===== src/rtl/rmlpf_pkg.sv =====
// Shared types and constants for the running median low-pass filter.
// No dependencies; used by rmlpf_cell and running_median_lowpass_filter_core.
`timescale 1ns / 1ps

package rmlpf_pkg;

  localparam int unsigned SampleW = 24;
  localparam int unsigned GainW   = 16;
  localparam int unsigned ProdW   = SampleW + GainW;
  localparam int unsigned SumW    = ProdW + 1;
  localparam int unsigned GainFracW = 15;

  localparam logic [GainW-1:0] GainOne   = 16'd32768;
  localparam logic [GainW-1:0] GainReset = 16'd3277;

  // Register index of the gain within the register file
  localparam logic RegGain = 1'b0;

  // Per-cell compare flags handed along the chain
  typedef struct packed {
    logic gt;    // stored value is above the incoming sample
    logic seen;  // the oldest entry sits in this cell or to its left
  } cell_ctl_t;

  typedef enum logic [3:0] {
    StIdle   = 4'b0001,
    StMedian = 4'b0010,
    StMult   = 4'b0100,
    StBlend  = 4'b1000
  } stage_e;

endpackage


===== src/rtl/rmlpf_cell.sv =====
// One cell of the sorted sample chain: a value and its age in the window.
// Depends on rmlpf_pkg; instantiated WINDOW times by the core.
`timescale 1ns / 1ps

module rmlpf_cell #(
  parameter int unsigned Window = 10,
  parameter int unsigned Index  = 0,
  parameter int unsigned AgeW   = 4
) (
  input  logic                           clk_i,
  input  logic                           rst_ni,
  input  logic                           load_i,
  input  logic [rmlpf_pkg::SampleW-1:0]  sample_i,
  input  logic [rmlpf_pkg::SampleW-1:0]  prev_value_i,
  input  logic [AgeW-1:0]                prev_age_i,
  input  rmlpf_pkg::cell_ctl_t           prev_ctl_i,
  input  logic [rmlpf_pkg::SampleW-1:0]  next_value_i,
  input  logic [AgeW-1:0]                next_age_i,
  input  rmlpf_pkg::cell_ctl_t           next_ctl_i,
  output logic [rmlpf_pkg::SampleW-1:0]  value_o,
  output logic [AgeW-1:0]                age_o,
  output rmlpf_pkg::cell_ctl_t           ctl_o
);

  localparam logic [AgeW-1:0] AgeOldest = AgeW'(Window - 1);

  logic [rmlpf_pkg::SampleW-1:0] value_q, value_d, sel_value;
  logic [AgeW-1:0]               age_q, age_d, sel_age;
  logic                          oldest, gt, seen, from_sample;

  assign oldest = (age_q == AgeOldest);
  assign gt     = (value_q > sample_i);
  assign seen   = oldest | prev_ctl_i.seen;

  assign ctl_o.gt   = gt;
  assign ctl_o.seen = seen;

  // Oldest entry drops out, the sample drops into its sorted slot.
  // Left of the hole cells shift right on insert, right of it they shift left.
  always_comb begin
    sel_value   = sample_i;
    sel_age     = '0;
    from_sample = 1'b1;
    if (!seen) begin
      if (!gt) begin
        sel_value = value_q;  sel_age = age_q;  from_sample = 1'b0;
      end else if (prev_ctl_i.gt) begin
        sel_value = prev_value_i;  sel_age = prev_age_i;  from_sample = 1'b0;
      end
    end else begin
      if (!next_ctl_i.gt) begin
        sel_value = next_value_i;  sel_age = next_age_i;  from_sample = 1'b0;
      end else if (oldest) begin
        if (prev_ctl_i.gt) begin
          sel_value = prev_value_i;  sel_age = prev_age_i;  from_sample = 1'b0;
        end
      end else if (gt) begin
        sel_value = value_q;  sel_age = age_q;  from_sample = 1'b0;
      end
    end
  end

  assign value_d = load_i ? sel_value : value_q;
  assign age_d   = load_i ? (from_sample ? '0 : sel_age + AgeW'(1)) : age_q;

  always_ff @(posedge clk_i or negedge rst_ni) begin
    if (!rst_ni) begin
      value_q <= '0;
      age_q   <= AgeW'(Index);
    end else begin
      value_q <= value_d;
      age_q   <= age_d;
    end
  end

  assign value_o = value_q;
  assign age_o   = age_q;

endmodule


===== src/rtl/running_median_lowpass_filter_core.sv =====
// Top level of the running median low-pass filter.
// Depends on rmlpf_pkg and rmlpf_cell.
`timescale 1ns / 1ps

// Each transfer on the input channel carries one 24-bit pressure sample. The
// window of the last WINDOW samples is kept as a chain of cells sorted by
// value, each cell also tracking its age; at accept the oldest sample leaves
// and the new one drops into place in the same clock. The median is read
// from the middle cell(s) in the cycle after accept, the Q1.15 blend with
// the previous output is multiplied in the StMult state and added in the
// StBlend state, which holds until the output register is free to take the
// result. One item is in flight at a time; the next may be accepted while
// a finished result still waits on the output. The window reads as all zero
// after reset, the blend's previous output starts at zero, and smoothing_gain
// (byte address 0) resets to 3277; values above 32768 act as 32768 (no
// smoothing). Write the gain only while no transfer is in flight.
module running_median_lowpass_filter_core #(
  parameter int unsigned WINDOW = 10
) (
  input  logic                          clk_i,
  input  logic                          rst_ni,
  // sample channel
  input  logic                          in_valid_i,
  output logic                          in_ready_o,
  input  logic [rmlpf_pkg::SampleW-1:0] sample_i,
  // result channel
  output logic                          out_valid_o,
  input  logic                          out_ready_i,
  output logic [rmlpf_pkg::SampleW-1:0] median_value_o,
  output logic [rmlpf_pkg::SampleW-1:0] smoothed_value_o,
  // register port
  input  logic                          psel,
  input  logic                          penable,
  input  logic                          pwrite,
  input  logic [2:0]                    paddr,
  input  logic [31:0]                   pwdata,
  output logic [31:0]                   prdata,
  output logic                          pready
);

  localparam int unsigned AgeW   = $clog2(WINDOW);
  localparam int unsigned MidHi  = WINDOW / 2;
  localparam int unsigned MidLo  = (WINDOW % 2 == 0) ? (WINDOW / 2 - 1) : (WINDOW / 2);
  localparam logic [AgeW-1:0] AgeOldest = AgeW'(WINDOW - 1);

  localparam int unsigned SampleW = rmlpf_pkg::SampleW;
  localparam int unsigned GainW   = rmlpf_pkg::GainW;
  localparam int unsigned ProdW   = rmlpf_pkg::ProdW;
  localparam int unsigned SumW    = rmlpf_pkg::SumW;

  // ---------------- register port ----------------
  logic [GainW-1:0] gain_q, gain_sat, gain_rest;
  logic             reg_write;

  assign pready    = 1'b1;
  assign reg_write = psel & penable & pwrite & pready & (paddr[2] == rmlpf_pkg::RegGain);

  always_ff @(posedge clk_i or negedge rst_ni) begin
    if (!rst_ni) begin
      gain_q <= rmlpf_pkg::GainReset;
    end else if (reg_write) begin
      gain_q <= pwdata[GainW-1:0];
    end
  end

  assign prdata = (paddr[2] == rmlpf_pkg::RegGain) ? {{(32 - GainW){1'b0}}, gain_q} : '0;

  assign gain_sat  = (gain_q > rmlpf_pkg::GainOne) ? rmlpf_pkg::GainOne : gain_q;
  assign gain_rest = rmlpf_pkg::GainOne - gain_sat;

  // ---------------- sequencer ----------------
  rmlpf_pkg::stage_e stage_q, stage_d;
  logic              accept, out_free;

  assign in_ready_o = (stage_q == rmlpf_pkg::StIdle);
  assign accept     = in_valid_i & in_ready_o;
  assign out_free   = ~out_valid_o | out_ready_i;

  always_comb begin
    stage_d = stage_q;
    unique case (stage_q)
      rmlpf_pkg::StIdle:   if (accept) stage_d = rmlpf_pkg::StMedian;
      rmlpf_pkg::StMedian: stage_d = rmlpf_pkg::StMult;
      rmlpf_pkg::StMult:   stage_d = rmlpf_pkg::StBlend;
      rmlpf_pkg::StBlend:  if (out_free) stage_d = rmlpf_pkg::StIdle;
      default:             stage_d = rmlpf_pkg::StIdle;
    endcase
  end

  always_ff @(posedge clk_i or negedge rst_ni) begin
    if (!rst_ni) begin
      stage_q <= rmlpf_pkg::StIdle;
    end else begin
      stage_q <= stage_d;
    end
  end

  // ---------------- sorted cell chain ----------------
  logic [SampleW-1:0]    val_w [WINDOW];
  logic [AgeW-1:0]       age_w [WINDOW];
  rmlpf_pkg::cell_ctl_t  ctl_w [WINDOW];

  for (genvar i = 0; i < WINDOW; i++) begin : g_cell
    logic [SampleW-1:0]   pv, nv;
    logic [AgeW-1:0]      pa, na;
    rmlpf_pkg::cell_ctl_t pc, nc;

    if (i == 0) begin : g_head
      // nothing to the left: never larger, hole not yet passed
      assign pv = '0;
      assign pa = '0;
      assign pc = '{gt: 1'b0, seen: 1'b0};
    end else begin : g_link_prev
      assign pv = val_w[i-1];
      assign pa = age_w[i-1];
      assign pc = ctl_w[i-1];
    end

    if (i == WINDOW - 1) begin : g_tail
      // nothing to the right: behaves as larger than any sample
      assign nv = '0;
      assign na = '0;
      assign nc = '{gt: 1'b1, seen: 1'b1};
    end else begin : g_link_next
      assign nv = val_w[i+1];
      assign na = age_w[i+1];
      assign nc = ctl_w[i+1];
    end

    rmlpf_cell #(
      .Window (WINDOW),
      .Index  (i),
      .AgeW   (AgeW)
    ) u_cell (
      .clk_i        (clk_i),
      .rst_ni       (rst_ni),
      .load_i       (accept),
      .sample_i     (sample_i),
      .prev_value_i (pv),
      .prev_age_i   (pa),
      .prev_ctl_i   (pc),
      .next_value_i (nv),
      .next_age_i   (na),
      .next_ctl_i   (nc),
      .value_o      (val_w[i]),
      .age_o        (age_w[i]),
      .ctl_o        (ctl_w[i])
    );
  end

  // ---------------- median, multiply, blend ----------------
  logic [SampleW:0]   mid_sum;
  logic [SampleW-1:0] median_q, prev_q;
  logic [ProdW-1:0]   prod_new_q, prod_old_q;
  logic [SumW-1:0]    blend_sum;
  logic [SampleW-1:0] blend;

  // odd window: both taps are the middle cell, sum/2 gives it back
  assign mid_sum = {1'b0, val_w[MidLo]} + {1'b0, val_w[MidHi]};

  always_ff @(posedge clk_i) begin
    if (stage_q == rmlpf_pkg::StMedian) begin
      median_q <= mid_sum[SampleW:1];
    end
    if (stage_q == rmlpf_pkg::StMult) begin
      prod_new_q <= ProdW'(median_q) * ProdW'(gain_sat);
      prod_old_q <= ProdW'(prev_q) * ProdW'(gain_rest);
    end
  end

  assign blend_sum = {1'b0, prod_new_q} + {1'b0, prod_old_q};
  assign blend     = blend_sum[rmlpf_pkg::GainFracW +: SampleW];

  logic finish;
  assign finish = (stage_q == rmlpf_pkg::StBlend) & out_free;

  always_ff @(posedge clk_i or negedge rst_ni) begin
    if (!rst_ni) begin
      prev_q      <= '0;
      out_valid_o <= 1'b0;
    end else begin
      if (finish) begin
        prev_q      <= blend;
        out_valid_o <= 1'b1;
      end else if (out_ready_i) begin
        out_valid_o <= 1'b0;
      end
    end
  end

  always_ff @(posedge clk_i) begin
    if (finish) begin
      median_value_o   <= median_q;
      smoothed_value_o <= blend;
    end
  end

`ifndef ASSERT_OFF
  logic [WINDOW-1:0] oldest_vec;
  logic [WINDOW-1:0] order_ok;

  for (genvar k = 0; k < WINDOW; k++) begin : g_chk
    assign oldest_vec[k] = (age_w[k] == AgeOldest);
    if (k == WINDOW - 1) begin : g_last
      assign order_ok[k] = 1'b1;
    end else begin : g_pair
      assign order_ok[k] = (val_w[k] <= val_w[k+1]);
    end
  end

  a_one_oldest: assert property (@(posedge clk_i) disable iff (!rst_ni)
    $onehot(oldest_vec))
    else $error("window must hold exactly one oldest entry");

  a_chain_sorted: assert property (@(posedge clk_i) disable iff (!rst_ni)
    &order_ok)
    else $error("cell chain lost sorted order");

  a_accept_starts: assert property (@(posedge clk_i) disable iff (!rst_ni)
    accept |=> stage_q == rmlpf_pkg::StMedian)
    else $error("accepted transfer did not start the median stage");

  a_finish_shows: assert property (@(posedge clk_i) disable iff (!rst_ni)
    finish |=> out_valid_o && smoothed_value_o == prev_q)
    else $error("finished result not presented on output");
`endif

endmodule

===== config.mk =====
export PLATFORM = sky130hd
export DESIGN_NAME = running_median_lowpass_filter_core
export DESIGN_NICKNAME = d
export VERILOG_FILES = /design/src/rtl/rmlpf_pkg.sv /design/src/rtl/rmlpf_cell.sv /design/src/rtl/running_median_lowpass_filter_core.sv
export SDC_FILE = /design/constraint.sdc
export NUM_CORES = 2
export LEC_CHECK = 0
export BUFFER_PORTS_ARGS = -buffer_cell sky130_fd_sc_hd__buf_2
export CAP_MARGIN = 20
export CELL_PAD_IN_SITES_DETAIL_PLACEMENT = 1
export CELL_PAD_IN_SITES_GLOBAL_PLACEMENT = 2
export CORE_ASPECT_RATIO = 1.4
export CORE_UTILIZATION = 44
export DETAILED_ROUTE_END_ITERATION = 16
export PLACE_DENSITY_LB_ADDON = 0.12
export SKIP_LAST_GASP = 1
export SLEW_MARGIN = 20
export SYNTH_ARGS = -nofsm -noshare
export SYNTH_HDL_FRONTEND = slang
export SYNTH_SLANG_ARGS = --single-unit

===== constraint.sdc =====
create_clock -name clk_i -period 25.5 [get_ports clk_i]
set_input_delay 5.1 -clock clk_i [delete_from_list [all_inputs] [get_ports clk_i]]
set_output_delay 5.1 -clock clk_i [all_outputs]
set_load 0.01 [all_outputs]

==> impl_metrics.xml <==
<?xml version="1.0" encoding="UTF-8"?>
<metrics>
  <group name="floorplanning">
    <metric name="core_area" unit="sq um">130000</metric>
    <metric name="placementRows" unit="">156</metric>
    <metric name="starting_density_of_the_core" unit="%">44.6</metric>
    <metric name="die_w" unit="um">308</metric>
    <metric name="die-height" unit="um">431</metric>
    <metric name="io-pin-count" unit="">149</metric>
    <metric name="die_area" unit="sq um">133000</metric>
  </group>
  <group name="placement">
    <metric name="detailedPlace.worstSlack" unit="ns">14.71</metric>
    <metric name="io_buffer_count" unit="">113</metric>
    <metric name="dp_hpwl" unit="um">152000</metric>
    <metric name="place.gp.congestion" unit="">0.902</metric>
  </group>
  <group name="timing">
    <metric name="measured_slew_at_the_worst_slew_check_pin" unit="ns">1.15</metric>
    <metric name="grt_setup_unrepaired" unit="">no</metric>
    <metric name="layout_setup_ws" unit="ns">14.81</metric>
    <metric name="slew_headroom" unit="%">23.2</metric>
    <metric name="slew_viol_final" unit="">0</metric>
    <metric name="final_worst_path_period_share" unit="%">41.9</metric>
    <metric name="setup_viol" unit="">0</metric>
    <metric name="timing.final.crit_period" unit="ns">10.69</metric>
    <metric name="finalHoldViolations" unit="">0</metric>
    <metric name="max_clock_freq" unit="MHz">93.5</metric>
    <metric name="final.hold.worst_slack" unit="ns">0.523</metric>
    <metric name="skew" unit="ns">0.0411</metric>
    <metric name="setup_total_negative_slack" unit="ns">0</metric>
  </group>
  <group name="routing">
    <metric name="detailroute.wirelength.met3" unit="um">5840</metric>
    <metric name="initialDrtViolationCount" unit="">2320</metric>
    <metric name="detail_route.wl_per_cell" unit="um">23.9</metric>
    <metric name="route.vias.total" unit="">49600</metric>
    <metric name="route.detailed.drc" unit="">0</metric>
    <metric name="topRoutingLayerUsed" unit="">met4</metric>
    <metric name="drt-met1-wl" unit="um">77000</metric>
    <metric name="detail-route-antenna-nets" unit="">0</metric>
    <metric name="met2RoutedLength" unit="um">108000</metric>
    <metric name="drt_pre_antenna_iters" unit="">5</metric>
    <metric name="detail_route.vias_per_cell" unit="">5.81</metric>
    <metric name="totalWireLength" unit="um">204000</metric>
  </group>
  <group name="synthesis">
    <metric name="synthArstFlopShare" unit="%">68.4</metric>
    <metric name="yosys_warnings" unit="">0</metric>
    <metric name="ys_types" unit="">93</metric>
    <metric name="ys_seq_elements" unit="">475</metric>
    <metric name="post_synthesis_average_cell_area" unit="sq um">8.49</metric>
    <metric name="post_synth_instance_area" unit="sq um">57800</metric>
    <metric name="synth-main-ff-cell" unit="">sky130_fd_sc_hd__dfrtp_1</metric>
    <metric name="yosysSeqAreaShare" unit="%">21.9</metric>
    <metric name="synthesis.instances" unit="">6805</metric>
    <metric name="synth-edff-count" unit="">150</metric>
  </group>
  <group name="critical_path">
    <metric name="crit_path_start" unit="">paddr[2]</metric>
    <metric name="cpPeakStageDelay" unit="ns">0.25</metric>
    <metric name="crit_path_frequent_cell" unit="">sky130_fd_sc_hd__buf_2</metric>
    <metric name="crit_family" unit="">buffers and inverters</metric>
    <metric name="crit-reg2reg-launch" unit="">gain_q[15]$_DFFE_PN0P_</metric>
    <metric name="crit_chain" unit="">buf_2, nor2b_1, buf_2</metric>
    <metric name="critPathMaxFanout" unit="">17</metric>
    <metric name="rr_worst_depth" unit="">31</metric>
    <metric name="critical_path_buf_inv_count" unit="">2</metric>
    <metric name="r2r-end" unit="">prod_old_q[35]$_DFFE_PP_</metric>
    <metric name="slowest_stage" unit="">sky130_fd_sc_hd__buf_2</metric>
    <metric name="critical_path_arrival" unit="ns">5.59</metric>
    <metric name="reg2reg_slack" unit="ns">15.44</metric>
    <metric name="startpoint_type" unit="">input port</metric>
    <metric name="crit_type" unit="">input port to primary output</metric>
    <metric name="cp-end-kind" unit="">primary output</metric>
    <metric name="worst_ep_required_time" unit="ns">20.40</metric>
  </group>
  <group name="clock_tree">
    <metric name="cts_repair_resize_count" unit="">0</metric>
    <metric name="cts.sinks" unit="">475</metric>
    <metric name="htreeDepth" unit="">2</metric>
    <metric name="clkTransAtPathRegs" unit="ns">0.06</metric>
    <metric name="post_cts_buffers" unit="">0</metric>
    <metric name="clockBufferDepth" unit="">3</metric>
    <metric name="cts_tree" unit="">built</metric>
    <metric name="worst_skew_pair.late_latency" unit="ns">0.70</metric>
    <metric name="cts.hold.buffers_added" unit="">0</metric>
    <metric name="cts-buffers-inserted" unit="">59</metric>
    <metric name="cts.root.buffer_cell" unit="">sky130_fd_sc_hd__clkbuf_16</metric>
  </group>
  <group name="hold_path">
    <metric name="min-delay-path-class" unit="">flop to flop</metric>
    <metric name="hold_ep" unit="">g_cell[9].u_cell.value_o[12]$_DFFE_PN0P_</metric>
    <metric name="holdCritStartpoint" unit="">g_cell[9].u_cell.value_o[12]$_DFFE_PN0P_</metric>
    <metric name="number_of_stages_on_the_worst_hold_path" unit="">2</metric>
  </group>
  <group name="layout">
    <metric name="leading_cell_types_in_the_layout_fill_and_taps_excluded" unit="">sky130_fd_sc_hd__nand2_1 (971), sky130_fd_sc_hd__inv_1 (846), sky130_fd_sc_hd__fa_1 (611)</metric>
    <metric name="layout.area.seq" unit="sq um">12700</metric>
    <metric name="multi_input_comb_area" unit="sq um">40800</metric>
    <metric name="final_net_count" unit="">7954</metric>
    <metric name="syn2layout_area_growth" unit="%">8.50</metric>
    <metric name="drive_above_1_share" unit="%">7.91</metric>
    <metric name="commonest_non_fill_non_tap_cell_in_the_layout" unit="">sky130_fd_sc_hd__nand2_1</metric>
    <metric name="fillCellCount" unit="">15500</metric>
  </group>
  <group name="run_status">
    <metric name="outcome" unit="">finished, final reports clean</metric>
  </group>
  <group name="flow_run">
    <metric name="maxCapViolCount" unit="">0</metric>
  </group>
  <group name="global_route">
    <metric name="antenna_violations_before_repair" unit="">5</metric>
    <metric name="globalRouteTotalUtil" unit="%">31.2</metric>
    <metric name="vias_in_the_first_global_route" unit="">54200</metric>
    <metric name="grt_first_pass_wirelength" unit="um">317000</metric>
    <metric name="grt_max_degree" unit="">79</metric>
    <metric name="global_route.overflow_total" unit="">0</metric>
  </group>
</metrics>
==> through the flow <==
step	instances	util, %	cell area [sq um]
after floorplan	6820	-	57800
after global placement	8423	46.7	60600
after detailed placement	8424	46.7	60600
after CTS	8534	48.3	62600
after global routing	8537	48.4	62700
final	8538	48.4	62700
==> how the worst max path moves through the flow <==
stage	to	slack (ns)	depth (start not counted)
floorplan	prdata[10]	14.92	2
global placement	g_cell[8].u_cell.age_o[2]$_DFFE_PN0P_	14.75	14
detailed placement	g_cell[4].u_cell.age_o[1]$_DFFE_PN0P_	14.71	14
CTS	prdata[15]	14.79	3
global route	prdata[15]	14.75	3
finish	prdata[15]	14.81	3
==> synth_stat cells (20+ instances only) <==
library cell	n	area, sq um
sky130_fd_sc_hd__a31oi_1	24	150
sky130_fd_sc_hd__xor2_1	41	359
sky130_fd_sc_hd__a22oi_1	31	233
sky130_fd_sc_hd__inv_1	846	3180
sky130_fd_sc_hd__o22ai_1	66	413
sky130_fd_sc_hd__nand3_1	79	395
sky130_fd_sc_hd__dfstp_2	23	604
sky130_fd_sc_hd__a31o_2	26	228
sky130_fd_sc_hd__clkbuf_1	309	1160
sky130_fd_sc_hd__nor2_1	568	2130
sky130_fd_sc_hd__o31ai_1	34	255
sky130_fd_sc_hd__o211ai_1	33	248
sky130_fd_sc_hd__ha_1	527	6590
sky130_fd_sc_hd__fa_1	611	12200
sky130_fd_sc_hd__o21a_1	26	195
sky130_fd_sc_hd__clkinv_1	22	82.6
sky130_fd_sc_hd__nand4_1	61	382
sky130_fd_sc_hd__a221oi_1	79	692
sky130_fd_sc_hd__nor2b_1	58	363
sky130_fd_sc_hd__a21o_1	83	623
sky130_fd_sc_hd__and3_1	28	175
sky130_fd_sc_hd__xnor2_1	100	876
sky130_fd_sc_hd__mux2_2	32	360
sky130_fd_sc_hd__buf_1	36	135
sky130_fd_sc_hd__a21oi_1	606	3030
sky130_fd_sc_hd__dfrtp_1	302	7560
sky130_fd_sc_hd__buf_4	20	150
sky130_fd_sc_hd__buf_2	28	140
sky130_fd_sc_hd__mux2i_1	102	1020
sky130_fd_sc_hd__nor3_1	59	295
sky130_fd_sc_hd__and2_1	207	1290
sky130_fd_sc_hd__a211oi_1	29	218
sky130_fd_sc_hd__edfxtp_1	150	4500
sky130_fd_sc_hd__o21ai_0	312	1560
sky130_fd_sc_hd__nand2_1	973	3650
==> worst reg2reg max path: cells and delay by family (launching register included) <==
kind                       cells  cell delay, ns
adders and majority gates      8            3.77
buffers and inverters          6            1.20
xor gates and xnor gates       1            0.09
and+or+nand+nor                5            1.43
DFF                            1            0.53
AOI/OAI and AO/OA             11            2.77
==> layout make-up <==
| cell class | count | share of cell area, % |
|---|---|---|
| antenna | 1 | 0.00399 |
| inverter | 868 | 5.20 |
| clock buffer | 76 | 2.67 |
| tap | 1738 | 3.47 |
| sequential | 475 | 20.2 |
| clock inverter | 34 | 0.617 |
| multi-input combinational | 5084 | 65.1 |
| timing repair buffer | 262 | 2.74 |
==> state kept, by name, summed over array words and instances (netlist names) <==
register	count
g_cell.u_cell.age_o	40
g_cell.u_cell.value_o	240
gain_q	16
median_q	24
median_value_o	24
out_valid_o	1
prev_q	24
prod_new_q	39
prod_old_q	39
smoothed_value_o	24
stage_q	4
==> metal layers <==
metal	GRT usage (%)	vias up
met3	2.95	475
met4	18.4	0
li1	-	22600
met5	0	-
met1	33.9	25500
met2	58.1	1029
==> logic make-up (layout without fill, tap and decap cells) <==
logic type               count (synthesis)  after routing  synth area share [%]
XOR/XNOR                               142            142                  2.17
AND/OR/NAND/NOR                       2135           2135                  16.5
buffers and inverters                 1261           1240                  8.38
other                                    2             18                0.0130
adder cells (fa/ha/maj)               1138           1138                  32.6
multiplexers                           134            134                  2.39
AO/OA/AOI/OAI                         1518           1518                  16.1
flip-flops                             475            475                  21.9
Power is left out: the tool's default activity adds up to more than one toggle a clock period on the data nets, which glitch-free logic cannot reach.
